### src/rtl/core/circular_aperture_pixel_coverage_unit_assert.svh
// ----------------------------------------------------------------------------
// circular aperture pixel coverage assertion macros
// shared concurrent assertion forms for the coverage unit rtl
// ----------------------------------------------------------------------------
`ifndef CIRCULAR_APERTURE_PIXEL_COVERAGE_UNIT_ASSERT_SVH
`define CIRCULAR_APERTURE_PIXEL_COVERAGE_UNIT_ASSERT_SVH

// condition holds at every edge out of reset
`define CAP_ASSERT_HOLDS(label, clk, rstn, cond, msg) \
    label: assert property (@(posedge clk) disable iff (!(rstn)) (cond)) else $error(msg);

// same-cycle implication
`define CAP_ASSERT_IMPLIES(label, clk, rstn, ante, cons, msg) \
    label: assert property (@(posedge clk) disable iff (!(rstn)) (ante) |-> (cons)) \
        else $error(msg);

// next-cycle implication
`define CAP_ASSERT_NEXT(label, clk, rstn, ante, cons, msg) \
    label: assert property (@(posedge clk) disable iff (!(rstn)) (ante) |=> (cons)) \
        else $error(msg);

`endif

### src/rtl/core/cap_pkg.sv
// ----------------------------------------------------------------------------
// cap_pkg
// widths, codes and shared types of the aperture coverage pipeline
// ----------------------------------------------------------------------------
package cap_pkg;

    localparam int FRAC_BITS  = 16;
    localparam int MAX_SIDE   = 1024;

    localparam int IDX_W      = 11;
    localparam int INV_W      = 17;
    localparam int RAD_W      = 19;
    localparam int CFG_DATA_W = RAD_W;
    localparam int CFG_IDX_W  = 2;
    localparam int COV_W      = FRAC_BITS + 1;

    localparam int S_TDATA_W  = ((2 * IDX_W + 7) / 8) * 8;
    localparam int M_TDATA_W  = ((COV_W + 7) / 8) * 8;

    localparam int HALF_W     = INV_W - 1;
    localparam int PROD_W     = IDX_W + INV_W;
    localparam int COORD_W    = FRAC_BITS + 4;
    localparam int LO_W       = COORD_W + 1;
    localparam int SQ_W       = 2 * COORD_W;
    localparam int SUM_W      = SQ_W + 1;
    localparam int ARG_W      = 2 * FRAC_BITS + 1;
    localparam int ROOT_W     = FRAC_BITS + 1;
    localparam int SQRT_STEPS = (ARG_W + 1) / 2;
    localparam int SQRT_RES_W = ARG_W + 1;
    localparam int SPAN_W     = INV_W;
    localparam int NUM_W      = 2 * SPAN_W;
    localparam int REM_W      = NUM_W + 1;
    localparam int DIV_STAGES = FRAC_BITS + 1;

    localparam logic [COORD_W-1:0] COORD_MAX = '1;
    localparam logic [SUM_W-1:0]   UNIT_SQ   = SUM_W'(1) << (2 * FRAC_BITS);
    localparam logic [COV_W-1:0]   UNIT_COV  = COV_W'(1) << FRAC_BITS;

    localparam logic [IDX_W-1:0]   SIDE_RST  = IDX_W'(256);
    localparam logic [INV_W-1:0]   INV_RST   = INV_W'(512);

    localparam logic [CFG_IDX_W-1:0] CFG_SIDE_LENGTH    = CFG_IDX_W'(0);
    localparam logic [CFG_IDX_W-1:0] CFG_INVERSE_RADIUS = CFG_IDX_W'(1);
    localparam logic [CFG_IDX_W-1:0] CFG_RADIUS_PIXELS  = CFG_IDX_W'(2);

    typedef enum logic [1:0] {
        CLS_ZERO = 2'd0,
        CLS_FULL = 2'd1,
        CLS_PART = 2'd2
    } cap_cls_t;

    typedef struct packed {
        logic [IDX_W-1:0]  center;
        logic [INV_W-1:0]  inv;
        logic [HALF_W-1:0] half;
    } cap_cfg_t;

    typedef struct packed {
        cap_cls_t           cls;
        logic [SPAN_W-1:0]  span;
        logic [LO_W-1:0]    lo_sel;
        logic [COORD_W-1:0] hi_sel;
    } cap_part_t;

endpackage

### src/rtl/core/cap_isqrt.sv
// ----------------------------------------------------------------------------
// cap_isqrt
// pipelined integer square root, one root bit per stage, side data carried along
// ----------------------------------------------------------------------------
module cap_isqrt (
    input  logic                          aclk,
    input  logic                          aresetn,
    input  logic                          en,
    input  logic                          in_valid,
    input  logic [cap_pkg::ARG_W-1:0]     in_arg,
    input  cap_pkg::cap_part_t            in_part,
    output logic                          out_valid,
    output logic [cap_pkg::ROOT_W-1:0]    out_root,
    output cap_pkg::cap_part_t            out_part
);

    localparam int N = cap_pkg::SQRT_STEPS;
    localparam int RW = cap_pkg::SQRT_RES_W;

    logic                       v_reg    [N];
    logic                       v_next   [N];
    logic [RW-1:0]              rem_reg  [N];
    logic [RW-1:0]              rem_next [N];
    logic [RW-1:0]              res_reg  [N];
    logic [RW-1:0]              res_next [N];
    cap_pkg::cap_part_t         part_reg [N];
    cap_pkg::cap_part_t         part_next[N];

    logic                       v_src    [N];
    logic [RW-1:0]              rem_src  [N];
    logic [RW-1:0]              res_src  [N];
    cap_pkg::cap_part_t         part_src [N];
    logic [RW-1:0]              trial    [N];

    always_comb begin
        v_src[0]    = in_valid;
        rem_src[0]  = RW'(in_arg);
        res_src[0]  = '0;
        part_src[0] = in_part;
        for (int k = 1; k < N; k++) begin
            v_src[k]    = v_reg[k-1];
            rem_src[k]  = rem_reg[k-1];
            res_src[k]  = res_reg[k-1];
            part_src[k] = part_reg[k-1];
        end
        for (int k = 0; k < N; k++) begin
            trial[k]     = res_src[k] + (RW'(1) << (2 * (N - 1 - k)));
            v_next[k]    = v_src[k];
            part_next[k] = part_src[k];
            if (rem_src[k] >= trial[k]) begin
                rem_next[k] = rem_src[k] - trial[k];
                res_next[k] = (res_src[k] >> 1) + (RW'(1) << (2 * (N - 1 - k)));
            end else begin
                rem_next[k] = rem_src[k];
                res_next[k] = res_src[k] >> 1;
            end
        end
    end

    always_ff @(posedge aclk) begin
        if (!aresetn) begin
            for (int k = 0; k < N; k++) begin
                v_reg[k] <= 1'b0;
            end
        end else if (en) begin
            for (int k = 0; k < N; k++) begin
                v_reg[k] <= v_next[k];
            end
        end
    end

    always_ff @(posedge aclk) begin
        if (en) begin
            for (int k = 0; k < N; k++) begin
                rem_reg[k]  <= rem_next[k];
                res_reg[k]  <= res_next[k];
                part_reg[k] <= part_next[k];
            end
        end
    end

    assign out_valid = v_reg[N-1];
    assign out_root  = res_reg[N-1][cap_pkg::ROOT_W-1:0];
    assign out_part  = part_reg[N-1];

endmodule

### config.mk
export PLATFORM = sky130hd
export DESIGN_NAME = cap_isqrt
export DESIGN_NICKNAME = d
export VERILOG_FILES = /design/src/rtl/core/circular_aperture_pixel_coverage_unit_assert.svh /design/src/rtl/core/cap_pkg.sv /design/src/rtl/core/cap_isqrt.sv
export SDC_FILE = /design/constraint.sdc
export NUM_CORES = 1
export LEC_CHECK = 0
export BUFFER_PORTS_ARGS = -buffer_cell sky130_fd_sc_hd__buf_2
export CAP_MARGIN = 20
export CORE_AREA = 2 2 272 409
export DETAILED_ROUTE_END_ITERATION = 7
export DIE_AREA = 0 0 274 411
export PLACE_DENSITY_LB_ADDON = 0.25
export SLEW_MARGIN = 20
export SYNTH_ARGS = -nofsm -noshare
export SYNTH_HDL_FRONTEND = slang
export SYNTH_SLANG_ARGS = --single-unit
### constraint.sdc
create_clock -name aclk -period 5.4 [get_ports aclk]
set_input_delay 0.27 -clock aclk [delete_from_list [all_inputs] [get_ports aclk]]
set_output_delay 0.27 -clock aclk [all_outputs]
set_load 0.02 [all_outputs]
======== After elaboration in Yosys (flattened, before gate mapping) ========
Memories as Yosys holds them, arrays and structs flattened.
Index checks and enable logic that the tools add are counted.
cells by class
  $add $sub $neg .......................... 49
  magnitude comparators ................... 17
  muxes and demuxes ....................... 56
  bitwise operators ....................... 17
operator list
  kind                      count
  $mux W34                  33
  $ge A34 B34 Y1            16
  $sub A34 B34 Y34          16
  $add A33 B1 Y34 const B   1
  $add A33 B11 Y34 const B  1
  $add A33 B13 Y34 const B  1
  $add A33 B15 Y34 const B  1
  $add A33 B17 Y34 const B  1
  $add A33 B19 Y34 const B  1
  $add A33 B21 Y34 const B  1
  $add A33 B23 Y34 const B  1
  $add A33 B25 Y34 const B  1
  $add A33 B27 Y34 const B  1
  $add A33 B29 Y34 const B  1
  $add A33 B3 Y34 const B   1
  $add A33 B31 Y34 const B  1
  $add A33 B5 Y34 const B   1
  $add A33 B7 Y34 const B   1
  $add A33 B9 Y34 const B   1
  $add A34 B1 Y34 const B   1
  $add A34 B11 Y34 const B  1
  $add A34 B13 Y34 const B  1
  $add A34 B15 Y34 const B  1
  $add A34 B17 Y34 const B  1
  other kinds (16)          53
word-level totals
  flip-flop bits (word level) ............. 0
  memory bits (writable) .................. 2,193
  input bits .............................. 97
  output and inout bits ................... 78
  logic and storage cells ................. 143
  memories ................................ 4
memories
  memory    depth  bits a word  rd ports  clocked after Yosys merged registers in  write ports  RTL line         source
  part_reg  17     60           17        0                                        17           cap_isqrt.sv:26  cap_pkg::cap_part_t part_reg [N];
  rem_reg   17     34           16        0                                        17           cap_isqrt.sv:22  logic [RW-1:0] rem_reg [N];
  res_reg   17     34           17        0                                        17           cap_isqrt.sv:24  logic [RW-1:0] res_reg [N];
  v_reg     17     1            17        0                                        17           cap_isqrt.sv:20  logic v_reg [N];

======== Logic depth before layout (Yosys ltp) ========
  depth in word-level cells ............... 4
  depth in mapped cells ................... 12
  mapped depth without buffers ............ 10

======== Least setup slack after synthesis ========
Ideal clock, no wire load.
  path kind ............................... flip-flop to flip-flop
  from .................................... memory rem_reg[0][410] (netlist name)
  to ...................................... memory rem_reg[0][471] (netlist name), data pin
  library setup time ...................... 267 ps
  arrival time ............................ 2,728 ps
  data required time ...................... 5,133 ps
  setup slack ............................. 2,404 ps
  cell stages (with the launch flop) ...... 10
  buffers on the path ..................... 1
  clock period less this slack ............ 2,996 ps
  path through ............................ edfxtp_1 or4_1 or4_1 or4_1 nand3_2 a31oi_4 or2_1 buf_6 nor4_2 xor2_1
RTL lines
  what                RTL line
  start: declaration  cap_isqrt.sv:22

==> results.cfg <==
[placement]
dpl.cell_count = 5177
hpwl_um = 61700
gp_congestion = 0.922
portBuffers = 174

[synthesis]
ys_ff_latch = 1734
netlist_instances = 3571
syn_area_per_cell_um2 = 17.9
synth_edf_count = 1734
synth_top_cell_area_share_pct = 81.4
seq_area_frac_synth_pct = 81.4
yosysMostFrequentCell = edfxtp_1
netlist_area_um2 = 63900
synth_ff_type = edfxtp_1
ys_warn_count = 0
yosys-top-cells-count = 1734 x edfxtp_1, 204 x inv_1, 180 x nand2_1
yosysUniqueCellTypes = 74
yosys-top-cells-area = edfxtp_1 81%, ha_1 3.2%, xor2_1 1.5%
synthArstFlopShare_pct = 0
post-synth-top-area-cell = edfxtp_1

[run_status]
outcome = complete, no violations

[timing]
finClkSkew_ns = 0.0225
fin_hold_ws_ns = 0.196
rsz0062_at_grt = false
timing.final.crit_period_ns = 4.12
worst_pin_slew_ns = 1.03
fmax_mhz = 243
timing.final.crit_share_pct = 76.3
hold_violations = 0
setup_tns_ns = 0
slew_violations = 0
slew_headroom_pct = 31.2
finalSetupViolations = 0

[clock_network]
cts-root-buf = clkbuf_16
cts_resized = 0
cts_setup_buffers = 0
h-tree-depth = 4
clock_sink_count = 1734
clk_latency_ns = 0.77
cts_tree = built
cts_max_path_buffers = 3
clkTransAtPathRegs_ns = 0.07
postCtsHoldBufs = 97
numCtsBuffers = 155

[drt]
final_antenna_net_count = 0
wl_per_cell_um = 17.4
drt-vias-per-instance = 5.34
routed_wl_um = 96600
first_pass_iters = 5
num_vias = 29700
drc_errors = 0
first_iter_violations = 1789

[grt]
grt_max_degree = 206
grt_usage_pct = 17.4
grt_pass1_wl_um = 152000
antenna_found_initial = 0
overflow = 0
grt_pass1_vias = 30400

[worst_setup_path]
cp_num_buf_inv = 0
rr_startpoint = rem_reg[0][449]
start_kind = register
required_ns = 5.90
ff2ff_setup_slack_ns = 1.28
cp_slowest_cell = nor4_1
criticalPathCategory = register to register
r2r_cells = 8
max_stage_delay_ns = 0.68
crit_family = simple AND/OR/NAND/NOR gates
worstSetupEndpointType = register
worstPathCellList = ha_1, or4b_2, nor4_1, a211oi_1, and3_1, a2111o_1, nor4_1, xor2_1
arrival_ns = 4.62
worstPathMaxFanout = 32
reg2reg_to = rem_reg[0][499]
path_common_cell = nor4_1

[worst_hold_path]
hold_class = primary input to register
hold_start = in_arg[22]
holdPathEnd = rem_reg[0][22]
hold_depth = 2

[layout]
final_cells = 5557
ff_latch_area_um2 = 52100
largest_reg_flops = 1020
multi_input_area_um2 = 11000
fin_nets = 4260
syn_to_final_growth_pct = 14.0
layout-drive-gt1-share_pct = 11.7
fillers = 7228

[run]
max_cap_violations = 0

[floorplanning]
ios = 175
coreArea_um2 = 109000
initial_core_util_pct = 58.5
die_y_um = 411
die_w_um = 274
placementRows = 149
die_area_um2 = 113000

[power]
leakagePower_uw = 0.0263
ir_worst_vdd_v = 0.000336
powerDensity_nw_per_um2 = 414
p_total_uw = 30200
==> cell usage in the layout (no fill, tap or decap), types with 28 or more instances in the layout <==
| master | netlist | routed |
|---|---|---|
| a21o_1 | 38 | 38 |
| clkinv_1 | 0 | 32 |
| nand2_1 | 180 | 180 |
| nand2b_1 | 38 | 38 |
| nor2_1 | 124 | 124 |
| xnor2_1 | 102 | 102 |
| dlygate4sd3_1 | 0 | 97 |
| xor2_1 | 113 | 113 |
| o21a_1 | 43 | 43 |
| nand3_1 | 28 | 28 |
| nor4_1 | 78 | 78 |
| clkbuf_16 | 0 | 157 |
| ha_1 | 166 | 166 |
| nor2b_1 | 29 | 29 |
| a21oi_1 | 107 | 107 |
| edfxtp_1 | 1734 | 1734 |
| buf_2 | 2 | 173 |
| and3_1 | 30 | 30 |
| nor3_1 | 94 | 94 |
| o21ai_0 | 141 | 141 |
| inv_1 | 204 | 204 |
==> through the flow <==
step | worst slack (ns) | util (%) | instance area, um2
global route | 1.16 | 66.7 | 72900
floorplan | 2.40 | - | 63900
global placement | 1.43 | 61.2 | 66800
CTS | 1.32 | 66.7 | 72900
detailed placement | 1.36 | 61.2 | 66800
finish | 1.28 | 66.7 | 72900
==> kinds of logic after synthesis <==
logic type / share of synthesized area (%)
and+or+nand+nor: 5.95
adders and majority gates: 3.25
xor gates and xnor gates: 2.95
other: 0.00587
DFF: 81.4
muxes: 0.550
buffers and inverters: 1.43
AOI/OAI and AO/OA: 4.43
==> layout make-up <==
| cell class | instances | share of cell area [%] |
|---|---|---|
| flip-flops and latches | 1734 | 71.4 |
| clock inverters | 98 | 1.42 |
| multi-input cells | 1597 | 15.0 |
| inverters | 204 | 1.05 |
| clock buffers | 184 | 5.53 |
| repair buffers | 305 | 3.05 |
| diodes | 1 | 0.00343 |
| well taps | 1434 | 2.46 |
==> worst max path at each step <==
stage / start / endpoint / slack, ns / cells past startpoint
after floorplan: rem_reg[0][410] / rem_reg[0][471] / 2.40 / 9
after global placement: rem_reg[0][449] / rem_reg[0][499] / 1.43 / 8
after detailed placement: rem_reg[0][449] / rem_reg[0][499] / 1.36 / 8
after CTS: rem_reg[0][449] / rem_reg[0][499] / 1.32 / 8
after global routing: rem_reg[0][449] / rem_reg[0][499] / 1.16 / 8
final: rem_reg[0][449] / rem_reg[0][499] / 1.28 / 8
==> metal layers <==
layer	vias up	track usage (%)	part of all wire [%]
li1	14600	-	-
met2	529	34.1	57
met3	253	3.29	3.1
met4	0	9.51	5.0
met1	14300	16.9	35
met5	-	0	0
==> worst register-to-register path, cell delays in order (launching register included) <==
cell	delay, ns
edfxtp_1	0.41
ha_1	0.42
or4b_2	0.65
nor4_1	0.68
a211oi_1	0.19
and3_1	0.52
a2111o_1	0.57
nor4_1	0.31
xor2_1	0.10
==> report_power, final <==
part / total (uW) / switching [uW] / leakage (uW) / internal (uW)
Clock: 10800 / 4640 / 0.00245 / 6190
Combinational: 2620 / 1540 / 0.00697 / 1070
Sequential: 16800 / 570 / 0.0168 / 16200
(Power assumes the default switching activity.)
