==> config.mk <==
export PLATFORM = sky130hd
export DESIGN_NAME = cap_ratio
export DESIGN_NICKNAME = d
export VERILOG_FILES = /design/src/rtl/core/circular_aperture_pixel_coverage_unit_assert.svh /design/src/rtl/core/cap_pkg.sv /design/src/rtl/core/cap_ratio.sv
export SDC_FILE = /design/constraint.sdc
export NUM_CORES = 2
export LEC_CHECK = 0
export BUFFER_PORTS_ARGS = -buffer_cell sky130_fd_sc_hd__buf_2
export CELL_PAD_IN_SITES_DETAIL_PLACEMENT = 1
export CELL_PAD_IN_SITES_GLOBAL_PLACEMENT = 1
export CORE_ASPECT_RATIO = 0.5
export CORE_UTILIZATION = 52
export DETAILED_ROUTE_END_ITERATION = 10
export PLACE_DENSITY_LB_ADDON = 0.1
export SLEW_MARGIN = 20
export SYNTH_ARGS = -nofsm -noshare
export SYNTH_HDL_FRONTEND = slang
export SYNTH_SLANG_ARGS = --single-unit
==> constraint.sdc <==
create_clock -name aclk -period 9.6 [get_ports aclk]
set_clock_uncertainty 0.2 [all_clocks]
set_input_delay 0.48 -clock aclk [delete_from_list [all_inputs] [get_ports aclk]]
set_output_delay 0.48 -clock aclk [all_outputs]
set_load 0.01 [all_outputs]
==> src/rtl/core/circular_aperture_pixel_coverage_unit_assert.svh <==
// ----------------------------------------------------------------------------
// circular aperture pixel coverage assertion macros
// shared concurrent assertion forms for the coverage unit rtl
// ----------------------------------------------------------------------------
`ifndef CIRCULAR_APERTURE_PIXEL_COVERAGE_UNIT_ASSERT_SVH
`define CIRCULAR_APERTURE_PIXEL_COVERAGE_UNIT_ASSERT_SVH

// condition holds at every edge out of reset
`define CAP_ASSERT_HOLDS(label, clk, rstn, cond, msg) \
    label: assert property (@(posedge clk) disable iff (!(rstn)) (cond)) else $error(msg);

// same-cycle implication
`define CAP_ASSERT_IMPLIES(label, clk, rstn, ante, cons, msg) \
    label: assert property (@(posedge clk) disable iff (!(rstn)) (ante) |-> (cons)) \
        else $error(msg);

// next-cycle implication
`define CAP_ASSERT_NEXT(label, clk, rstn, ante, cons, msg) \
    label: assert property (@(posedge clk) disable iff (!(rstn)) (ante) |=> (cons)) \
        else $error(msg);

`endif

==> src/rtl/core/cap_pkg.sv <==
// ----------------------------------------------------------------------------
// cap_pkg
// widths, codes and shared types of the aperture coverage pipeline
// ----------------------------------------------------------------------------
package cap_pkg;

    localparam int FRAC_BITS  = 16;
    localparam int MAX_SIDE   = 1024;

    localparam int IDX_W      = 11;
    localparam int INV_W      = 17;
    localparam int RAD_W      = 19;
    localparam int CFG_DATA_W = RAD_W;
    localparam int CFG_IDX_W  = 2;
    localparam int COV_W      = FRAC_BITS + 1;

    localparam int S_TDATA_W  = ((2 * IDX_W + 7) / 8) * 8;
    localparam int M_TDATA_W  = ((COV_W + 7) / 8) * 8;

    localparam int HALF_W     = INV_W - 1;
    localparam int PROD_W     = IDX_W + INV_W;
    localparam int COORD_W    = FRAC_BITS + 4;
    localparam int LO_W       = COORD_W + 1;
    localparam int SQ_W       = 2 * COORD_W;
    localparam int SUM_W      = SQ_W + 1;
    localparam int ARG_W      = 2 * FRAC_BITS + 1;
    localparam int ROOT_W     = FRAC_BITS + 1;
    localparam int SQRT_STEPS = (ARG_W + 1) / 2;
    localparam int SQRT_RES_W = ARG_W + 1;
    localparam int SPAN_W     = INV_W;
    localparam int NUM_W      = 2 * SPAN_W;
    localparam int REM_W      = NUM_W + 1;
    localparam int DIV_STAGES = FRAC_BITS + 1;

    localparam logic [COORD_W-1:0] COORD_MAX = '1;
    localparam logic [SUM_W-1:0]   UNIT_SQ   = SUM_W'(1) << (2 * FRAC_BITS);
    localparam logic [COV_W-1:0]   UNIT_COV  = COV_W'(1) << FRAC_BITS;

    localparam logic [IDX_W-1:0]   SIDE_RST  = IDX_W'(256);
    localparam logic [INV_W-1:0]   INV_RST   = INV_W'(512);

    localparam logic [CFG_IDX_W-1:0] CFG_SIDE_LENGTH    = CFG_IDX_W'(0);
    localparam logic [CFG_IDX_W-1:0] CFG_INVERSE_RADIUS = CFG_IDX_W'(1);
    localparam logic [CFG_IDX_W-1:0] CFG_RADIUS_PIXELS  = CFG_IDX_W'(2);

    typedef enum logic [1:0] {
        CLS_ZERO = 2'd0,
        CLS_FULL = 2'd1,
        CLS_PART = 2'd2
    } cap_cls_t;

    typedef struct packed {
        logic [IDX_W-1:0]  center;
        logic [INV_W-1:0]  inv;
        logic [HALF_W-1:0] half;
    } cap_cfg_t;

    typedef struct packed {
        cap_cls_t           cls;
        logic [SPAN_W-1:0]  span;
        logic [LO_W-1:0]    lo_sel;
        logic [COORD_W-1:0] hi_sel;
    } cap_part_t;

endpackage

==> src/rtl/core/cap_ratio.sv <==
// ----------------------------------------------------------------------------
// cap_ratio
// edge estimate: clipped chord, area product, pipelined restoring divide
// ----------------------------------------------------------------------------
module cap_ratio (
    input  logic                          aclk,
    input  logic                          aresetn,
    input  logic                          en,
    input  logic [cap_pkg::NUM_W-1:0]     den,
    input  logic                          in_valid,
    input  logic [cap_pkg::ROOT_W-1:0]    in_root,
    input  cap_pkg::cap_part_t            in_part,
    output logic                          out_valid,
    output logic [cap_pkg::COV_W-1:0]     out_cov
);

    localparam int F  = cap_pkg::FRAC_BITS;
    localparam int DS = cap_pkg::DIV_STAGES;
    localparam int SW = cap_pkg::LO_W + 1;

    // chord stage
    logic                          b_v_reg,   b_v_next;
    cap_pkg::cap_cls_t             b_cls_reg, b_cls_next;
    logic [cap_pkg::SPAN_W-1:0]    b_a_reg,   b_a_next;
    logic [cap_pkg::SPAN_W-1:0]    b_b_reg,   b_b_next;
    // product stage
    logic                          m_v_reg,   m_v_next;
    cap_pkg::cap_cls_t             m_cls_reg, m_cls_next;
    logic [cap_pkg::NUM_W-1:0]     m_num_reg, m_num_next;
    // divider stages, entry zero holds the range check
    logic                          d_v_reg    [DS];
    logic                          d_v_next   [DS];
    cap_pkg::cap_cls_t             d_cls_reg  [DS];
    cap_pkg::cap_cls_t             d_cls_next [DS];
    logic                          d_over_reg [DS];
    logic                          d_over_next[DS];
    logic [cap_pkg::REM_W-1:0]     d_rem_reg  [DS];
    logic [cap_pkg::REM_W-1:0]     d_rem_next [DS];
    logic [F-1:0]                  d_q_reg    [DS];
    logic [F-1:0]                  d_q_next   [DS];

    logic [cap_pkg::REM_W-1:0]     sh [F];
    logic                          ge [F];

    logic signed [SW-1:0]          root_s, lo_s, hi_s, mx, mn, bd;

    always_comb begin
        root_s = $signed(SW'(in_root));
        lo_s   = $signed({in_part.lo_sel[cap_pkg::LO_W-1], in_part.lo_sel});
        hi_s   = $signed(SW'(in_part.hi_sel));
        mx     = (root_s > lo_s) ? root_s : lo_s;
        mn     = (hi_s < mx) ? hi_s : mx;
        bd     = mn - lo_s;

        b_v_next   = in_valid;
        b_cls_next = in_part.cls;
        b_a_next   = in_part.span;
        b_b_next   = bd[cap_pkg::SPAN_W-1:0];

        m_v_next   = b_v_reg;
        m_cls_next = b_cls_reg;
        m_num_next = cap_pkg::NUM_W'(b_a_reg) * cap_pkg::NUM_W'(b_b_reg);

        d_v_next[0]    = m_v_reg;
        d_cls_next[0]  = m_cls_reg;
        d_over_next[0] = m_num_reg >= den;
        d_rem_next[0]  = cap_pkg::REM_W'(m_num_reg);
        d_q_next[0]    = '0;
        for (int k = 1; k < DS; k++) begin
            sh[k-1]        = {d_rem_reg[k-1][cap_pkg::REM_W-2:0], 1'b0};
            ge[k-1]        = sh[k-1] >= cap_pkg::REM_W'(den);
            d_v_next[k]    = d_v_reg[k-1];
            d_cls_next[k]  = d_cls_reg[k-1];
            d_over_next[k] = d_over_reg[k-1];
            d_rem_next[k]  = ge[k-1] ? sh[k-1] - cap_pkg::REM_W'(den) : sh[k-1];
            d_q_next[k]    = {d_q_reg[k-1][F-2:0], ge[k-1]};
        end
    end

    always_ff @(posedge aclk) begin
        if (!aresetn) begin
            b_v_reg <= 1'b0;
            m_v_reg <= 1'b0;
            for (int k = 0; k < DS; k++) begin
                d_v_reg[k] <= 1'b0;
            end
        end else if (en) begin
            b_v_reg <= b_v_next;
            m_v_reg <= m_v_next;
            for (int k = 0; k < DS; k++) begin
                d_v_reg[k] <= d_v_next[k];
            end
        end
    end

    always_ff @(posedge aclk) begin
        if (en) begin
            b_cls_reg <= b_cls_next;
            b_a_reg   <= b_a_next;
            b_b_reg   <= b_b_next;
            m_cls_reg <= m_cls_next;
            m_num_reg <= m_num_next;
            for (int k = 0; k < DS; k++) begin
                d_cls_reg[k]  <= d_cls_next[k];
                d_over_reg[k] <= d_over_next[k];
                d_rem_reg[k]  <= d_rem_next[k];
                d_q_reg[k]    <= d_q_next[k];
            end
        end
    end

    always_comb begin
        case (d_cls_reg[DS-1])
            cap_pkg::CLS_FULL: out_cov = cap_pkg::UNIT_COV;
            cap_pkg::CLS_PART: out_cov = d_over_reg[DS-1] ? cap_pkg::UNIT_COV :
                                         {1'b0, d_q_reg[DS-1]};
            default:           out_cov = '0;
        endcase
    end

    assign out_valid = d_v_reg[DS-1];

endmodule

Word-level counts from Yosys, hierarchy flattened --
Memories as Yosys holds them, arrays and structs flattened. Index checks and enable logic that the tools add are counted.
Word-level totals: register bits 74, bits in latches 0, memory bits (writable) 935, ROM bits 0, bits of input ports 115, output and inout bits 18, logic and storage cells 110, memories 5
Memory list:
- d_rem_reg | depth 17, bits a word 35, rd ports 16, clocked after memory_dff 0, write ports 17, RTL line cap_ratio.sv:37 | logic [cap_pkg::REM_W-1:0] d_rem_reg [DS];
- d_q_reg | depth 17, bits a word 16, rd ports 17, clocked after memory_dff 0, write ports 17, RTL line cap_ratio.sv:39 | logic [F-1:0] d_q_reg [DS];
- d_cls_reg | depth 17, bits a word 2, rd ports 17, clocked after memory_dff 0, write ports 17, RTL line cap_ratio.sv:33 | cap_pkg::cap_cls_t d_cls_reg [DS];
- d_over_reg | depth 17, bits a word 1, rd ports 17, clocked after memory_dff 0, write ports 17, RTL line cap_ratio.sv:35 | logic d_over_reg [DS];
- d_v_reg | depth 17, bits a word 1, rd ports 17, clocked after memory_dff 0, write ports 17, RTL line cap_ratio.sv:31 | logic d_v_reg [DS];
Operators by class: add/subtract/negate cells 17, $mul 1, divide/modulo/power cells 0, order comparisons 19, equal/unequal tests 2, shifts and indexed selects 0, multiplexer cells 42, bitwise logic cells 17, reduce and logical (&&, ||, !) cells 0
Operators with widths (count):
- $ge A35 B34 Y1 | 16
- $mux W35 | 16
- $sub A35 B34 Y35 | 16
- $ge A34 B34 Y1 | 1
- $mul A17 B17 Y34 | 1
- $mux W17 | 2
- $pmux W17 S2 | 1
- $lt A21 B22 Y1 | 1
- $mux W1 | 22
- $mux W22 | 1
- $gt A18 B21 Y1 | 1
- $or A1 B1 Y1 | 17
- $sub A17 B17 Y17 | 1
- $eq A2 B1 Y1 const B | 1
- $eq A2 B2 Y1 const B | 1

Logic depth before layout (Yosys ltp) --
depth in word-level cells 5, mapped depth 32, depth with buffers taken out 30

Worst setup path before layout --
No wires, ideal clock.
path type register to register, from reg b_a_reg[13] in the netlist's numbering, to reg m_num_reg[31] in the netlist's numbering (data pin), library setup time 0.265 ns, data arrival time 6.210 ns, data required time 9.135 ns, path slack 2.925 ns, stages on the path, launching flop included 26, buffers on the path 2, clock period less this slack 6.675 ns, path through edfxtp_1 -> clkbuf_1 -> clkbuf_1 -> nand2_1 -> fa_1 -> inv_1 -> fa_1 -> inv_1 -> fa_1 -> inv_1 -> fa_1 -> inv_1 -> fa_1 -> inv_1 -> fa_1 -> ha_1 -> o21a_1 -> and3_1 -> a211oi_1 -> a211oi_1 -> nor3_1 -> or4_1 -> o311a_1 -> nor2b_1 -> o21ai_0 -> xor2_1
Between the ends: word-level cells in the longest chain between the ends 1
Ends and longest elaborated chain:
- from (decl) | RTL line cap_ratio.sv:24 | logic [cap_pkg::SPAN_W-1:0] b_a_reg, b_a_next;
- from (signal assigned) | RTL line cap_ratio.sv:99 | b_a_reg <= b_a_next;
- $mul A17 B17 Y34 | RTL line cap_ratio.sv:62 | m_num_next = cap_pkg::NUM_W'(b_a_reg) * cap_pkg::NUM_W'(b_b_reg);
- via m_num_next (one bit) | RTL line cap_ratio.sv:29 | logic [cap_pkg::NUM_W-1:0] m_num_reg, m_num_next;
- to (signal assigned) | RTL line cap_ratio.sv:102 | m_num_reg <= m_num_next;
- to (decl) | RTL line cap_ratio.sv:29
The timed path passes the listed nets, and every way through them passes these cells. A chain may end at the register's enable or synchronous reset.

Worst setup path in the final report --
from in in_part[20] in the netlist's numbering, to reg b_b_reg[16] in the netlist's numbering (data pin)
Between the ends: word-level cells in the longest chain between the ends 5
Ends and longest elaborated chain:
- from (decl) | RTL line cap_ratio.sv:12 | input cap_pkg::cap_part_t in_part,
- $gt A18 B21 Y1 | RTL line cap_ratio.sv:51 | mx = (root_s > lo_s) ? root_s : lo_s;
- $mux W22 | RTL line cap_ratio.sv:51
- $lt A21 B22 Y1 | RTL line cap_ratio.sv:52 | mn = (hi_s < mx) ? hi_s : mx;
- $mux W17 | RTL line cap_ratio.sv:52
- $sub A17 B17 Y17 * | RTL line cap_ratio.sv:53 | bd = mn - lo_s;
- via bd[16] | RTL line cap_ratio.sv:45 | logic signed [SW-1:0] root_s, lo_s, hi_s, mx, mn, bd;
- to (signal assigned) | RTL line cap_ratio.sv:100 | b_b_reg <= b_b_next;
- to (decl) | RTL line cap_ratio.sv:25 | logic [cap_pkg::SPAN_W-1:0] b_b_reg, b_b_next;
Mark *: on every way through the listed nets, which the timed path passes. The rest lies on a longest branch.

==> summary.md <==
| Metric | Value |
|---|---|
| Synth Area in Simple Gates | 12.9% |
| Seq cells post-synth | 822 |
| Mux cell area share after synthesis | 4.67% |
| CTS buffer count | 85 |
| Hold Vio Cnt, Final | 0 |
| Yosys cell types | 102 |
| Post-Synthesis Cell Area | 0.0686 sq mm |
| Antenna violations before repair | 2 |
| Most frequent cells in the layout | edfxtp_1 (820), ha_1 (739), nand2_1 (612) |
| Hold Crit Class | in -> reg |
| WP data arrival | 7690 ps |
| Die height | 259 um |
| DRC Markers | 0 |
| Setup-failing EPs final | 0 |
| Syn-to-layout area delta | 8.56% |
| Initial DRC count | 3,621 |
| Final nets | 8,025 |
| Number of global-route vias before repair | 57.5k |
| Status | completed |
| Max incr delay on CP | 550 ps |
| Setup crit end kind | flop |
| Die area | 0.133 sq mm |
| Half-perimeter wire length after placement | 159 mm |
| Max reg flops | 544 |
| Pin count of the biggest net entering global routing | 173 |
| All-layer global routing usage | 31.4% |
| First-pass GRT wire length | 327 mm |
| Setup bufs post-CTS | 0 |
| CTS root buf | clkbuf_16 |
| Yosys warns | 0 |
| Max cap viols | 0 |
| Initial DRT Pass Iterations | 5 |
| Worst-Skew Late Latency | 720 ps |
| Synth Area in XOR/XNOR | 5.55% |
| EDFF count, synth | 820 |
| Via density | 6.14 |
| Register area share after synthesis | 35.9% |
| Overall routed net length | 210 mm |
| Cells after synthesis | 6,773 |
| WP buf/inv | 4 |
| Max frequency | 134 MHz |
| Main synth FF type | edfxtp_1 |
| Compound-cell area share of the yosys netlist | 16.6% |
| FFs w/ async S/R, synth | 0% |
| I/O pin total | 133 |
| Max transition margin | 27.2% |
| Synth Area in Adders | 20.5% |
| Crit path kind | in -> reg |
| Proportion of layout cells with a drive suffix above 1 | 8.67% |
| Initial Util | 52.9% |
| GP Congestion | 0.916 |
| Unrepaired setup endpoints after global routing | no |
| Via count | 53.8k |
| # fillers | 14.2k |
| Setup TNS | 0 ps |
| Avg Cell Area, Syn | 10.1 sq um |
| CTS max path bufs | 3 |
| Startpoint types | primary input |
| Critical Path RT | 9850 ps |
| Row count | 93 |
| Routed Antenna Nets | 0 |
| Core ar. | 0.130 sq mm |
| Worst-Margin Slew | 1090 ps |
| CTS tree | done |
| Routed wire length per instance | 24.0 um |
| H-tree levels | 3 |
| Commonest non-fill, non-tap cell in the layout | edfxtp_1 |
| Final Cycle Share | 77.5% |
| Reg clk slew, reported paths | 70 ps |
| CTS sink cnt | 822 |
| Final Max Tran Viols | 0 |
| Delay-heaviest family, CP | compound AO/OA/AOI/OAI gates |
| Port Buffer Count | 132 |
| Largest family of logic cells by synthesized area | adder cells |
| Minimum clock period | 7440 ps |
| Global route overflow | 0 |
| CP max FO | 15 |
| Syn_nets | 7,867 |
| CP max-delay cell | dlygate4sd3_1 |
| Die X | 516 um |
## area by class of cell
class | instances | area, sq um | area share, %
inverter | 512 | 1920 | 2.58
sequential | 822 | 24700 | 33.1
timing repair buffer | 220 | 1430 | 1.92
multi-input combinational | 5290 | 41400 | 55.6
clock inverter | 52 | 678 | 0.911
tap | 1757 | 2200 | 2.95
antenna | 7 | 17.5 | 0.0235
clock buffer | 102 | 2190 | 2.94
## routing by layer
metal / part of all wire (%) / wire length, um / up-vias / track usage [%]
met5: 0 / 0 / - / 0
met3: 4.2 / 8870 / 387 / 4.03
met2: 50 / 105000 / 1194 / 56.6
met4: 4.1 / 8710 / 0 / 12.7
met1: 42 / 87400 / 27100 / 37.9
li1: - / - / 25100 / -
## cell usage after synthesis, drive strengths merged (11+ instances only)
cell type  number  area (sq um)
o31ai          51           402
o211ai         36           275
a211oi         65           516
a2111oi        17           161
o21ai         417          2110
and2          153           957
inv           512          1920
xnor2         274          2400
nand4b         14           123
a31o           15           131
buf            54           355
a21o          269          2020
nor3           98           490
nand4          74           463
or4            11          82.6
a21oi         502          2520
mux2          231          2640
fa            240          4800
nand2         612          2300
o21bai         53           398
mux2i          57           571
a211o          14           123
clkbuf         95           359
edfxtp        820         24600
a221o          13           130
a221oi         16           146
nand2b         94           588
and3           70           438
o21a           78           586
a31oi          52           338
or3            45           282
nand3         117           586
nor2          351          1320
o2111ai        13           114
xor2          158          1380
nor2b          81           507
nor4           27           184
o41ai          15           131
and4           18           158
ha            739          9250
a21boi         30           229
o31a           14           123
or2            28           175
o22ai          15          93.8
## cells by family after synthesis
group / after synthesis
DFF: 822
muxes: 288
xor gates and xnor gates: 433
and+or+nand+nor: 1820
AOI/OAI and AO/OA: 1770
adders and majority gates: 979
buffers and inverters: 661
## through the flow
step | util [%] | cells | hold WS, ps | worst slack, ps | instance area (sq um)
global route | 57.4 | 8755 | 86.4 | 1510 | 74500
floorplan | - | 6773 | 200 | 2920 | 68600
global placement | 55.0 | 8578 | 200 | 1730 | 71300
CTS | 57.4 | 8755 | 61.1 | 2200 | 74500
detailed placement | 55.0 | 8578 | 206 | 1680 | 71400
finish | 57.4 | 8762 | 62.1 | 2160 | 74500
## worst paths after layout
path | start | to | slack, ps | cells after the start
setup / recovery | in_part[20] | b_b_reg[16] | 2160 | 31
hold / removal | en | b_a_reg[9] | 60 | 1
setup reg to reg | b_a_reg[12] | m_num_reg[29] | 2230 | 23
hold reg to reg | d_q_reg[0][209] | d_q_reg[0][226] | 200 | 0
## what timing repair did
| action | 4_1_cts | 5_1_grt |
|---|---|---|
| hold buffers | 23 | 0 |
| resized for setup | 0 | 0 |
| endpoints found under the hold margin | 22 | 0 |
Power is left out: the tool's default activity adds up to more than one toggle a clock period on the data nets, which glitch-free logic cannot reach.
