==> src/rtl/core/circular_aperture_pixel_coverage_unit_assert.svh <==
// ----------------------------------------------------------------------------
// circular aperture pixel coverage assertion macros
// shared concurrent assertion forms for the coverage unit rtl
// ----------------------------------------------------------------------------
`ifndef CIRCULAR_APERTURE_PIXEL_COVERAGE_UNIT_ASSERT_SVH
`define CIRCULAR_APERTURE_PIXEL_COVERAGE_UNIT_ASSERT_SVH

// condition holds at every edge out of reset
`define CAP_ASSERT_HOLDS(label, clk, rstn, cond, msg) \
    label: assert property (@(posedge clk) disable iff (!(rstn)) (cond)) else $error(msg);

// same-cycle implication
`define CAP_ASSERT_IMPLIES(label, clk, rstn, ante, cons, msg) \
    label: assert property (@(posedge clk) disable iff (!(rstn)) (ante) |-> (cons)) \
        else $error(msg);

// next-cycle implication
`define CAP_ASSERT_NEXT(label, clk, rstn, ante, cons, msg) \
    label: assert property (@(posedge clk) disable iff (!(rstn)) (ante) |=> (cons)) \
        else $error(msg);

`endif

==> src/rtl/core/cap_pkg.sv <==
// ----------------------------------------------------------------------------
// cap_pkg
// widths, codes and shared types of the aperture coverage pipeline
// ----------------------------------------------------------------------------
package cap_pkg;

    localparam int FRAC_BITS  = 16;
    localparam int MAX_SIDE   = 1024;

    localparam int IDX_W      = 11;
    localparam int INV_W      = 17;
    localparam int RAD_W      = 19;
    localparam int CFG_DATA_W = RAD_W;
    localparam int CFG_IDX_W  = 2;
    localparam int COV_W      = FRAC_BITS + 1;

    localparam int S_TDATA_W  = ((2 * IDX_W + 7) / 8) * 8;
    localparam int M_TDATA_W  = ((COV_W + 7) / 8) * 8;

    localparam int HALF_W     = INV_W - 1;
    localparam int PROD_W     = IDX_W + INV_W;
    localparam int COORD_W    = FRAC_BITS + 4;
    localparam int LO_W       = COORD_W + 1;
    localparam int SQ_W       = 2 * COORD_W;
    localparam int SUM_W      = SQ_W + 1;
    localparam int ARG_W      = 2 * FRAC_BITS + 1;
    localparam int ROOT_W     = FRAC_BITS + 1;
    localparam int SQRT_STEPS = (ARG_W + 1) / 2;
    localparam int SQRT_RES_W = ARG_W + 1;
    localparam int SPAN_W     = INV_W;
    localparam int NUM_W      = 2 * SPAN_W;
    localparam int REM_W      = NUM_W + 1;
    localparam int DIV_STAGES = FRAC_BITS + 1;

    localparam logic [COORD_W-1:0] COORD_MAX = '1;
    localparam logic [SUM_W-1:0]   UNIT_SQ   = SUM_W'(1) << (2 * FRAC_BITS);
    localparam logic [COV_W-1:0]   UNIT_COV  = COV_W'(1) << FRAC_BITS;

    localparam logic [IDX_W-1:0]   SIDE_RST  = IDX_W'(256);
    localparam logic [INV_W-1:0]   INV_RST   = INV_W'(512);

    localparam logic [CFG_IDX_W-1:0] CFG_SIDE_LENGTH    = CFG_IDX_W'(0);
    localparam logic [CFG_IDX_W-1:0] CFG_INVERSE_RADIUS = CFG_IDX_W'(1);
    localparam logic [CFG_IDX_W-1:0] CFG_RADIUS_PIXELS  = CFG_IDX_W'(2);

    typedef enum logic [1:0] {
        CLS_ZERO = 2'd0,
        CLS_FULL = 2'd1,
        CLS_PART = 2'd2
    } cap_cls_t;

    typedef struct packed {
        logic [IDX_W-1:0]  center;
        logic [INV_W-1:0]  inv;
        logic [HALF_W-1:0] half;
    } cap_cfg_t;

    typedef struct packed {
        cap_cls_t           cls;
        logic [SPAN_W-1:0]  span;
        logic [LO_W-1:0]    lo_sel;
        logic [COORD_W-1:0] hi_sel;
    } cap_part_t;

endpackage

==> src/rtl/core/cap_front.sv <==
// ----------------------------------------------------------------------------
// cap_front
// pixel bounds: center offsets, scaling, margins, squared radii, classification
// ----------------------------------------------------------------------------
module cap_front (
    input  logic                              aclk,
    input  logic                              aresetn,
    input  logic                              en,
    input  cap_pkg::cap_cfg_t                 cfg,
    input  logic                              in_valid,
    input  logic [cap_pkg::IDX_W-1:0]         in_col,
    input  logic [cap_pkg::IDX_W-1:0]         in_row,
    output logic                              out_valid,
    output logic [cap_pkg::ARG_W-1:0]         out_arg,
    output cap_pkg::cap_part_t                out_part
);

    function automatic logic [cap_pkg::COORD_W-1:0] sat_hi(
        input logic [cap_pkg::PROD_W-1:0] c,
        input logic [cap_pkg::HALF_W-1:0] h
    );
        logic [cap_pkg::PROD_W:0] s;
        s = {1'b0, c} + (cap_pkg::PROD_W + 1)'(h);
        return (s > (cap_pkg::PROD_W + 1)'(cap_pkg::COORD_MAX)) ?
            cap_pkg::COORD_MAX : s[cap_pkg::COORD_W-1:0];
    endfunction

    function automatic logic [cap_pkg::LO_W-1:0] sat_lo(
        input logic [cap_pkg::PROD_W-1:0] c,
        input logic [cap_pkg::HALF_W-1:0] h
    );
        logic signed [cap_pkg::PROD_W+1:0] s;
        s = $signed({2'b00, c}) - $signed((cap_pkg::PROD_W + 2)'(h));
        return (s > $signed((cap_pkg::PROD_W + 2)'(cap_pkg::COORD_MAX))) ?
            cap_pkg::LO_W'(cap_pkg::COORD_MAX) : s[cap_pkg::LO_W-1:0];
    endfunction

    function automatic logic [cap_pkg::COORD_W-1:0] mag(input logic [cap_pkg::LO_W-1:0] v);
        logic [cap_pkg::LO_W-1:0] n;
        n = -v;
        return v[cap_pkg::LO_W-1] ? n[cap_pkg::COORD_W-1:0] : v[cap_pkg::COORD_W-1:0];
    endfunction

    function automatic logic [cap_pkg::SPAN_W-1:0] span_of(
        input logic [cap_pkg::COORD_W-1:0] hi,
        input logic [cap_pkg::LO_W-1:0]    lo
    );
        logic signed [cap_pkg::LO_W:0] t;
        t = $signed({2'b00, hi}) - $signed({lo[cap_pkg::LO_W-1], lo});
        return t[cap_pkg::SPAN_W-1:0];
    endfunction

    // stage 1: offsets from center
    logic                          s1_v_reg,  s1_v_next;
    logic [cap_pkg::IDX_W-1:0]     s1_dx_reg, s1_dx_next;
    logic [cap_pkg::IDX_W-1:0]     s1_dy_reg, s1_dy_next;
    // stage 2: scaled offsets
    logic                          s2_v_reg,  s2_v_next;
    logic [cap_pkg::PROD_W-1:0]    s2_cx_reg, s2_cx_next;
    logic [cap_pkg::PROD_W-1:0]    s2_cy_reg, s2_cy_next;
    // stage 3: pixel bounds
    logic                          s3_v_reg,  s3_v_next;
    logic [cap_pkg::LO_W-1:0]      s3_xl_reg, s3_xl_next;
    logic [cap_pkg::LO_W-1:0]      s3_yl_reg, s3_yl_next;
    logic [cap_pkg::COORD_W-1:0]   s3_xh_reg, s3_xh_next;
    logic [cap_pkg::COORD_W-1:0]   s3_yh_reg, s3_yh_next;
    // stage 4: squares
    logic                          s4_v_reg,   s4_v_next;
    logic [cap_pkg::LO_W-1:0]      s4_xl_reg,  s4_xl_next;
    logic [cap_pkg::LO_W-1:0]      s4_yl_reg,  s4_yl_next;
    logic [cap_pkg::COORD_W-1:0]   s4_xh_reg,  s4_xh_next;
    logic [cap_pkg::COORD_W-1:0]   s4_yh_reg,  s4_yh_next;
    logic [cap_pkg::SQ_W-1:0]      s4_xls_reg, s4_xls_next;
    logic [cap_pkg::SQ_W-1:0]      s4_yls_reg, s4_yls_next;
    logic [cap_pkg::SQ_W-1:0]      s4_xhs_reg, s4_xhs_next;
    logic [cap_pkg::SQ_W-1:0]      s4_yhs_reg, s4_yhs_next;
    // stage 5: classification and root argument
    logic                          s5_v_reg,    s5_v_next;
    logic [cap_pkg::ARG_W-1:0]     s5_arg_reg,  s5_arg_next;
    cap_pkg::cap_part_t            s5_part_reg, s5_part_next;

    logic [cap_pkg::COORD_W-1:0]   xl_mag, yl_mag;
    logic [cap_pkg::SUM_W-1:0]     rsl, rsh, sel_sq, arg_full;
    logic                          x_dom;

    always_comb begin
        s1_v_next  = in_valid;
        s1_dx_next = (in_col >= cfg.center) ? in_col - cfg.center : cfg.center - in_col;
        s1_dy_next = (in_row >= cfg.center) ? in_row - cfg.center : cfg.center - in_row;

        s2_v_next  = s1_v_reg;
        s2_cx_next = cap_pkg::PROD_W'(s1_dx_reg) * cap_pkg::PROD_W'(cfg.inv);
        s2_cy_next = cap_pkg::PROD_W'(s1_dy_reg) * cap_pkg::PROD_W'(cfg.inv);

        s3_v_next  = s2_v_reg;
        s3_xl_next = sat_lo(s2_cx_reg, cfg.half);
        s3_yl_next = sat_lo(s2_cy_reg, cfg.half);
        s3_xh_next = sat_hi(s2_cx_reg, cfg.half);
        s3_yh_next = sat_hi(s2_cy_reg, cfg.half);

        xl_mag      = mag(s3_xl_reg);
        yl_mag      = mag(s3_yl_reg);
        s4_v_next   = s3_v_reg;
        s4_xl_next  = s3_xl_reg;
        s4_yl_next  = s3_yl_reg;
        s4_xh_next  = s3_xh_reg;
        s4_yh_next  = s3_yh_reg;
        s4_xls_next = cap_pkg::SQ_W'(xl_mag) * cap_pkg::SQ_W'(xl_mag);
        s4_yls_next = cap_pkg::SQ_W'(yl_mag) * cap_pkg::SQ_W'(yl_mag);
        s4_xhs_next = cap_pkg::SQ_W'(s3_xh_reg) * cap_pkg::SQ_W'(s3_xh_reg);
        s4_yhs_next = cap_pkg::SQ_W'(s3_yh_reg) * cap_pkg::SQ_W'(s3_yh_reg);

        rsl      = cap_pkg::SUM_W'(s4_xls_reg) + cap_pkg::SUM_W'(s4_yls_reg);
        rsh      = cap_pkg::SUM_W'(s4_xhs_reg) + cap_pkg::SUM_W'(s4_yhs_reg);
        x_dom    = s4_xh_reg > s4_yh_reg;
        sel_sq   = cap_pkg::SUM_W'(x_dom ? s4_yhs_reg : s4_xhs_reg);
        arg_full = cap_pkg::UNIT_SQ - sel_sq;

        s5_v_next   = s4_v_reg;
        s5_arg_next = (sel_sq < cap_pkg::UNIT_SQ) ? arg_full[cap_pkg::ARG_W-1:0] : '0;
        if (rsl > cap_pkg::UNIT_SQ) begin
            s5_part_next.cls = cap_pkg::CLS_ZERO;
        end else if (rsh < cap_pkg::UNIT_SQ) begin
            s5_part_next.cls = cap_pkg::CLS_FULL;
        end else if (cfg.half == '0) begin
            s5_part_next.cls = cap_pkg::CLS_ZERO;
        end else begin
            s5_part_next.cls = cap_pkg::CLS_PART;
        end
        s5_part_next.span   = x_dom ? span_of(s4_yh_reg, s4_yl_reg) : span_of(s4_xh_reg, s4_xl_reg);
        s5_part_next.lo_sel = x_dom ? s4_xl_reg : s4_yl_reg;
        s5_part_next.hi_sel = x_dom ? s4_xh_reg : s4_yh_reg;
    end

    always_ff @(posedge aclk) begin
        if (!aresetn) begin
            s1_v_reg <= 1'b0;
            s2_v_reg <= 1'b0;
            s3_v_reg <= 1'b0;
            s4_v_reg <= 1'b0;
            s5_v_reg <= 1'b0;
        end else if (en) begin
            s1_v_reg <= s1_v_next;
            s2_v_reg <= s2_v_next;
            s3_v_reg <= s3_v_next;
            s4_v_reg <= s4_v_next;
            s5_v_reg <= s5_v_next;
        end
    end

    always_ff @(posedge aclk) begin
        if (en) begin
            s1_dx_reg   <= s1_dx_next;
            s1_dy_reg   <= s1_dy_next;
            s2_cx_reg   <= s2_cx_next;
            s2_cy_reg   <= s2_cy_next;
            s3_xl_reg   <= s3_xl_next;
            s3_yl_reg   <= s3_yl_next;
            s3_xh_reg   <= s3_xh_next;
            s3_yh_reg   <= s3_yh_next;
            s4_xl_reg   <= s4_xl_next;
            s4_yl_reg   <= s4_yl_next;
            s4_xh_reg   <= s4_xh_next;
            s4_yh_reg   <= s4_yh_next;
            s4_xls_reg  <= s4_xls_next;
            s4_yls_reg  <= s4_yls_next;
            s4_xhs_reg  <= s4_xhs_next;
            s4_yhs_reg  <= s4_yhs_next;
            s5_arg_reg  <= s5_arg_next;
            s5_part_reg <= s5_part_next;
        end
    end

    assign out_valid = s5_v_reg;
    assign out_arg   = s5_arg_reg;
    assign out_part  = s5_part_reg;

endmodule

==> config.mk <==
export PLATFORM = sky130hd
export DESIGN_NAME = cap_front
export DESIGN_NICKNAME = d
export VERILOG_FILES = /design/src/rtl/core/circular_aperture_pixel_coverage_unit_assert.svh /design/src/rtl/core/cap_pkg.sv /design/src/rtl/core/cap_front.sv
export SDC_FILE = /design/constraint.sdc
export NUM_CORES = 2
export LEC_CHECK = 0
export ABC_AREA = 1
export ABC_CLOCK_PERIOD_IN_PS = 9400
export BUFFER_PORTS_ARGS = -buffer_cell sky130_fd_sc_hd__buf_2
export CORE_UTILIZATION = 65
export CTS_BUF_LIST = sky130_fd_sc_hd__clkbuf_4 sky130_fd_sc_hd__clkbuf_8 sky130_fd_sc_hd__clkbuf_16
export CTS_CLUSTER_SIZE = 14
export DETAILED_ROUTE_END_ITERATION = 16
export PLACE_DENSITY = 0.82
export SETUP_SLACK_MARGIN = 0.05
export SLEW_MARGIN = 15
export SYNTH_ARGS = -nofsm -noshare
export SYNTH_HDL_FRONTEND = slang
export SYNTH_SLANG_ARGS = --single-unit
==> constraint.sdc <==
create_clock -name aclk -period 9.4 [get_ports aclk]
set_clock_uncertainty 0.1 [all_clocks]
set_input_delay 2.82 -clock aclk [delete_from_list [all_inputs] [get_ports aclk]]
set_output_delay 2.82 -clock aclk [all_outputs]
set_load 0.01 [all_outputs]
# Word-level counts from Yosys, hierarchy flattened
# Cells that the tools add are included.
dict set report word_totals {
  ff_bits 500
  inputBits 70
  output_inout_bits 94
}
dict set report op_classes {
  n_mux 10
  add_sub_neg 15
  multipliers 6
  reduce_logical 2
  n_lt_le_gt_ge 10
}
# cell count
set op_table {}
lappend op_table {{multiplier 20 x 20 -> 40 bit} 4}
lappend op_table {{adder 40 x 40 -> 41 bit} 2}
lappend op_table {{2-to-1 mux 20 bit} 3}
lappend op_table {{adder 28 x 16 -> 29 bit} 2}
lappend op_table {{greater-than comparator 29 x 20 -> 1 bit, second input constant} 2}
lappend op_table {{greater-than comparator 29 x 21 -> 1 bit, second input constant} 2}
lappend op_table {{subtractor 28 x 16 -> 29 bit} 2}
lappend op_table {{multiplier 11 x 17 -> 28 bit} 2}
lappend op_table {{subtractor 11 bit} 4}
lappend op_table {{greater-than comparator 41 x 33 -> 1 bit, second input constant} 1}
lappend op_table {{< comparator 41 x 33 -> 1 bit, second input constant} 1}
lappend op_table {{< comparator 40 x 33 -> 1 bit, second input constant} 1}
lappend op_table {{2-to-1 mux 40 bit} 1}
lappend op_table {{negator 20 bit} 2}
lappend op_table {{subtractor 17 bit} 2}
lappend op_table {{subtractor 33 bit, first input constant} 1}
lappend op_table {{greater-or-equal comparator 11 bit} 2}
lappend op_table {{2-to-1 mux 11 bit} 2}
lappend op_table {{2-to-1 mux 21 bit} 1}
lappend op_table {{greater-than comparator 20 bit} 1}
lappend op_table {{2-to-1 mux 17 bit} 1}
lappend op_table {{logical NOT 16 bit} 1}
lappend op_table {{2-to-1 mux 2 bit} 1}
lappend op_table {{OR reduction 2 bit} 1}
lappend op_table {{2-to-1 mux 1 bit} 1}

# Longest topological paths before layout
dict set report logic_depth {
  depth_word 3
  depth_mapped 39
}

# Least setup slack after synthesis
# Ideal clock, no wire load.
dict set report synth_timing {
  path_type {register to register}
  startpoint {register s3_xl_reg[0] (netlist name)}
  endpoint {register s4_xls_reg[39] (netlist name), data pin}
  setup_ps 262
  path_buffers 3
  period_less_slack_ps 7920
  path_stages_with_launch 33
  t_arrival_ps 7558
  setup_slack_ps 1480
  cell_sequence {edfxtp_1 > inv_1 > clkbuf_1 > buf_1 > ha_1 > nand3_1 > nor3_1 > nand2_1 > nand2_1 > o21ai_0 > xnor2_1 > clkbuf_1 > nor2_1 > fa_1 > fa_1 > inv_1 > fa_1 > inv_1 > fa_1 > fa_1 > fa_1 > inv_1 > fa_1 > inv_1 > ha_1 > a21oi_1 > nor2_1 > nor2_1 > o21ai_0 > o21bai_1 > a21oi_1 > o21ai_0 > xor2_1}
}
dict set report synth_between {
  elab_chain_cells 3
}
# item line_no
set synth_lines {}
lappend synth_lines {{from (decl)} cap_front.sv:63} ;# logic [cap_pkg::LO_W-1:0] s3_xl_reg, s3_xl_next;
lappend synth_lines {{from (signal assigned)} cap_front.sv:157} ;# s3_xl_reg <= s3_xl_next;
lappend synth_lines {{negator 20 bit} cap_front.sv:40} ;# n = -v;
lappend synth_lines {{2-to-1 mux 20 bit *} cap_front.sv:41} ;# return v[cap_pkg::LO_W-1] ? n[cap_pkg::COORD_W-1:0] : v[cap_pkg::COORD_W-1:0];
lappend synth_lines {{multiplier 20 x 20 -> 40 bit *} cap_front.sv:108} ;# s4_xls_next = cap_pkg::SQ_W'(xl_mag) * cap_pkg::SQ_W'(xl_mag);
lappend synth_lines {{via s4_xls_next, one bit} cap_front.sv:73} ;# logic [cap_pkg::SQ_W-1:0] s4_xls_reg, s4_xls_next;
lappend synth_lines {{to (signal assigned)} cap_front.sv:165} ;# s4_xls_reg <= s4_xls_next;
lappend synth_lines {{to (decl)} cap_front.sv:73}
# The timed path passes the listed nets; every way through them passes the cells marked *.
# A chain may end at the register's enable or synchronous reset.

# Worst setup path in the final report
dict set report layout_timing {
  startpoint {register s3_yl_reg[20] (netlist name)}
  endpoint {register s4_yls_reg[31] (netlist name), data pin}
}
dict set report layout_between {
  elab_chain_cells 2
}
# item line_no
set layout_lines {}
lappend layout_lines {{from (decl)} cap_front.sv:64} ;# logic [cap_pkg::LO_W-1:0] s3_yl_reg, s3_yl_next;
lappend layout_lines {{from (signal assigned)} cap_front.sv:158} ;# s3_yl_reg <= s3_yl_next;
lappend layout_lines {{2-to-1 mux 20 bit} cap_front.sv:41}
lappend layout_lines {{multiplier 20 x 20 -> 40 bit} cap_front.sv:109} ;# s4_yls_next = cap_pkg::SQ_W'(yl_mag) * cap_pkg::SQ_W'(yl_mag);
lappend layout_lines {{via s4_yls_next, one bit} cap_front.sv:74} ;# logic [cap_pkg::SQ_W-1:0] s4_yls_reg, s4_yls_next;
lappend layout_lines {{to (signal assigned)} cap_front.sv:166} ;# s4_yls_reg <= s4_yls_next;
lappend layout_lines {{to (decl)} cap_front.sv:74}
# The timed path passes the listed nets, and every way through them passes these cells.

==> implementation parameters <==
Parameter                              Value

STA
  Max-slew violation count    0
  Setup TNS Final    0 ns
  Slew @ Worst Pin    1.31 ns
  Setup repair after global routing missed its margin    no
  Final clock period utilization by the worst path    94.2%
  Tmin final    8.86 ns
  Max transition margin    12.0%
  Final setup violating endpoints    0
  Hold Vio Cnt, Final    0
  Timing-limited maximum frequency    113 MHz

Global route
  Maximum number of pins on one net before global-route repair    193
  Remaining global-route overflow    0
  Vias in the first global route    76949
  Number of antenna violations at the first check in global routing    21
  Wire length of the first global-routing pass    411000 um
  All-layer global routing usage    37.2%

Placement
  Final Wtd Congestion    1.01
  Post-Place Cell Area    94000 um2
  Placed cell count    13078
  Half-perimeter wire length after detailed placement    219000 um
  Port Buffer Count    163

Drt
  Total DRC errors in the routed layout    0
  Total detailed-routing wirelength    261000 um
  First-iteration detailed-routing DRC count    6436
  Iteration count of the initial detailed-routing pass    6
  Detailed-route via count    74162
  Wire length per cell    19.8 um
  Final ANT Viol Nets    0
  Via/cell ratio    5.62

Clock tree
  Longest Clk Path Bufs    3
  Clock sink count    491
  Worst-path clk slew    0.06 ns
  TritonCTS buffer count    55
  TritonCTS clock tree    done
  Post-CTS Repair Setup Buffers    0
  Deepest level of the CTS H-tree    2
  Clk_lat worst skew    0.70 ns
  Total of cells resized after clock tree synthesis    0
  Root cell of the clock tree    clkbuf_16
  Hold Buf Count CTS    0

Layout
  Final Instance Area    95900 um2
  Non-filler instance count after layout    13190
  Flip-flop count of the largest register after layout    60
  Area growth syn-to-layout    4.85%
  Final net count    13684
  Share of cells above drive strength 1    3.75%

Synth
  Sequential area share after synthesis    16.1%
  Flip-flop and latch count after synthesis    491
  Area share of the largest cell type after synthesis    30.6%
  Cells after Synth    11254
  Synth async-reset ratio    0%
  Count of yosys warnings during synthesis    0
  Net count of the mapped netlist    13679
  Most frequently used cell type in the post-synthesis netlist    inv_1
  Dominant cell type by area after synthesis    fa_1
  Top cells by count, synth    inv_1 (2875), nand2_1 (2334), fa_1 (1396)
  Synth unique cells    61
  Prevailing post-synth register cell    edfxtp_1
  Average footprint of a synthesized cell    8.12 um2
  Top post-synthesis cells by area    fa_1 (31%), edfxtp_1 (16%), ha_1 (13%), inv_1 (12%), nand2_1 (9.6%)
  Number of enable-type register cells in the synthesized netlist    486
  Syn Std Cell Area    91400 um2

Setup path
  Maximum fanout along the worst path    21
  Largest stage delay on the critical path    0.80 ns
  FF-to-FF Start    s3_yl_reg[20]
  Arrival @ worst endpoint    9.17 ns
  Data required, critical path    9.72 ns
  Dominant delay contributor by cell family on the critical path    adder cells
  Reg2Reg Setup Slack    0.54 ns
  Startpoint of the most critical setup path    s3_yl_reg[20]
  Critical Setup Path Class    reg -> reg
  Startpoint type of the worst setup path    flop
  Combined buffer and inverter count along the critical path    7
  Critical-path cell with the highest stage delay    edfxtp_1
  Number of cells traversed by the worst register-to-register path    27
  Endpoint of the lowest-slack register-to-register path    s4_yls_reg[31]
  Category of the worst setup path capture point    flop

Floorplanning
  DIE HEIGHT    377 um
  Initial Util    65.5%
  I/O pin cnt    164
  Site row count    137
  Die Span X    377 um
  Die Area    142000 um2
  Core Box Area    140000 um2

Min path
  Number of cells on the worst hold path    0
  Hold Crit Endpoint    s4_yl_reg[1]
  Min-Delay Startpoint    s3_yl_reg[1]
  Tightest Hold Check Type    reg -> reg

Flow run
  Max Cap Violations    0

Run status
  Status    complete, no violations
[worst max path at each step]
stage,end,cells after the start
6_report,s4_yls_reg[31],27
5_1_grt,s4_yls_reg[31],30
4_1_cts,s4_yls_reg[31],33
3_5_place_dp,s4_yls_reg[31],33
3_3_place_gp,s4_yls_reg[31],33
2_1_floorplan,s4_xls_reg[39],32
[cell type report]
cell class | instances | area [um2]
clock inverter | 42 | 419
fill | 11445 | 43700
timing repair buffer | 246 | 1470
antenna | 10 | 25.0
tap | 1876 | 2350
multi-input combinational | 7571 | 64600
inverter | 2894 | 10900
clock buffer | 60 | 1410
sequential | 491 | 14700
[per-stage QoR]
step / worst slack [ns] / util [%] / hold slack [ns]
floorplan: 1.48 / - / 0.321
global placement: 0.875 / 67.4 / 0.363
detailed placement: 0.735 / 67.4 / 0.369
CTS: 0.715 / 68.7 / 0.384
global route: 0.0666 / 68.7 / 0.400
finish: 0.542 / 68.7 / 0.387
[cell usage in the layout, fill, tap and decap left out, drive strengths merged, types with 4 or more instances in the layout]
cell type	n
o21bai	46
o211ai	15
a21o	39
bufinv	5
nand2	2344
nand3	236
nor3	84
mux2i	4
xor2	297
a21boi	12
clkinvlp	4
dfxtp	5
o2111ai	12
clkinv	34
or2	20
fa	1396
a31oi	58
a211oi	10
buf	246
nor4	41
o221ai	8
o31ai	8
diode	10
o21ai	348
and3	6
and2	4
a21oi	509
inv	2893
nor2	849
nand4	96
clkbuf	60
ha	959
xnor2	96
edfxtp	486
nand3b	37
o21a	21
[routing by layer]
layer	vias to the layer above	wire (um)	track usage, %
met5	-	149	0
met3	800	25000	8.09
li1	34135	-	-
met2	3265	122000	60.8
met4	20	13900	17.6
met1	35942	100000	47.1
[cell families after synthesis]
group | count (synthesis) | synth area share, %
xor+xnor | 394 | 3.83
simple gates | 3721 | 16.5
buf+inv | 3192 | 13.2
mux | 4 | 0.0438
fa+ha+maj | 2355 | 43.7
flops | 491 | 16.1
compound gates | 1097 | 6.66
Power is left out: the tool's default activity adds up to more than one toggle a clock period on the data nets, which glitch-free logic cannot reach.
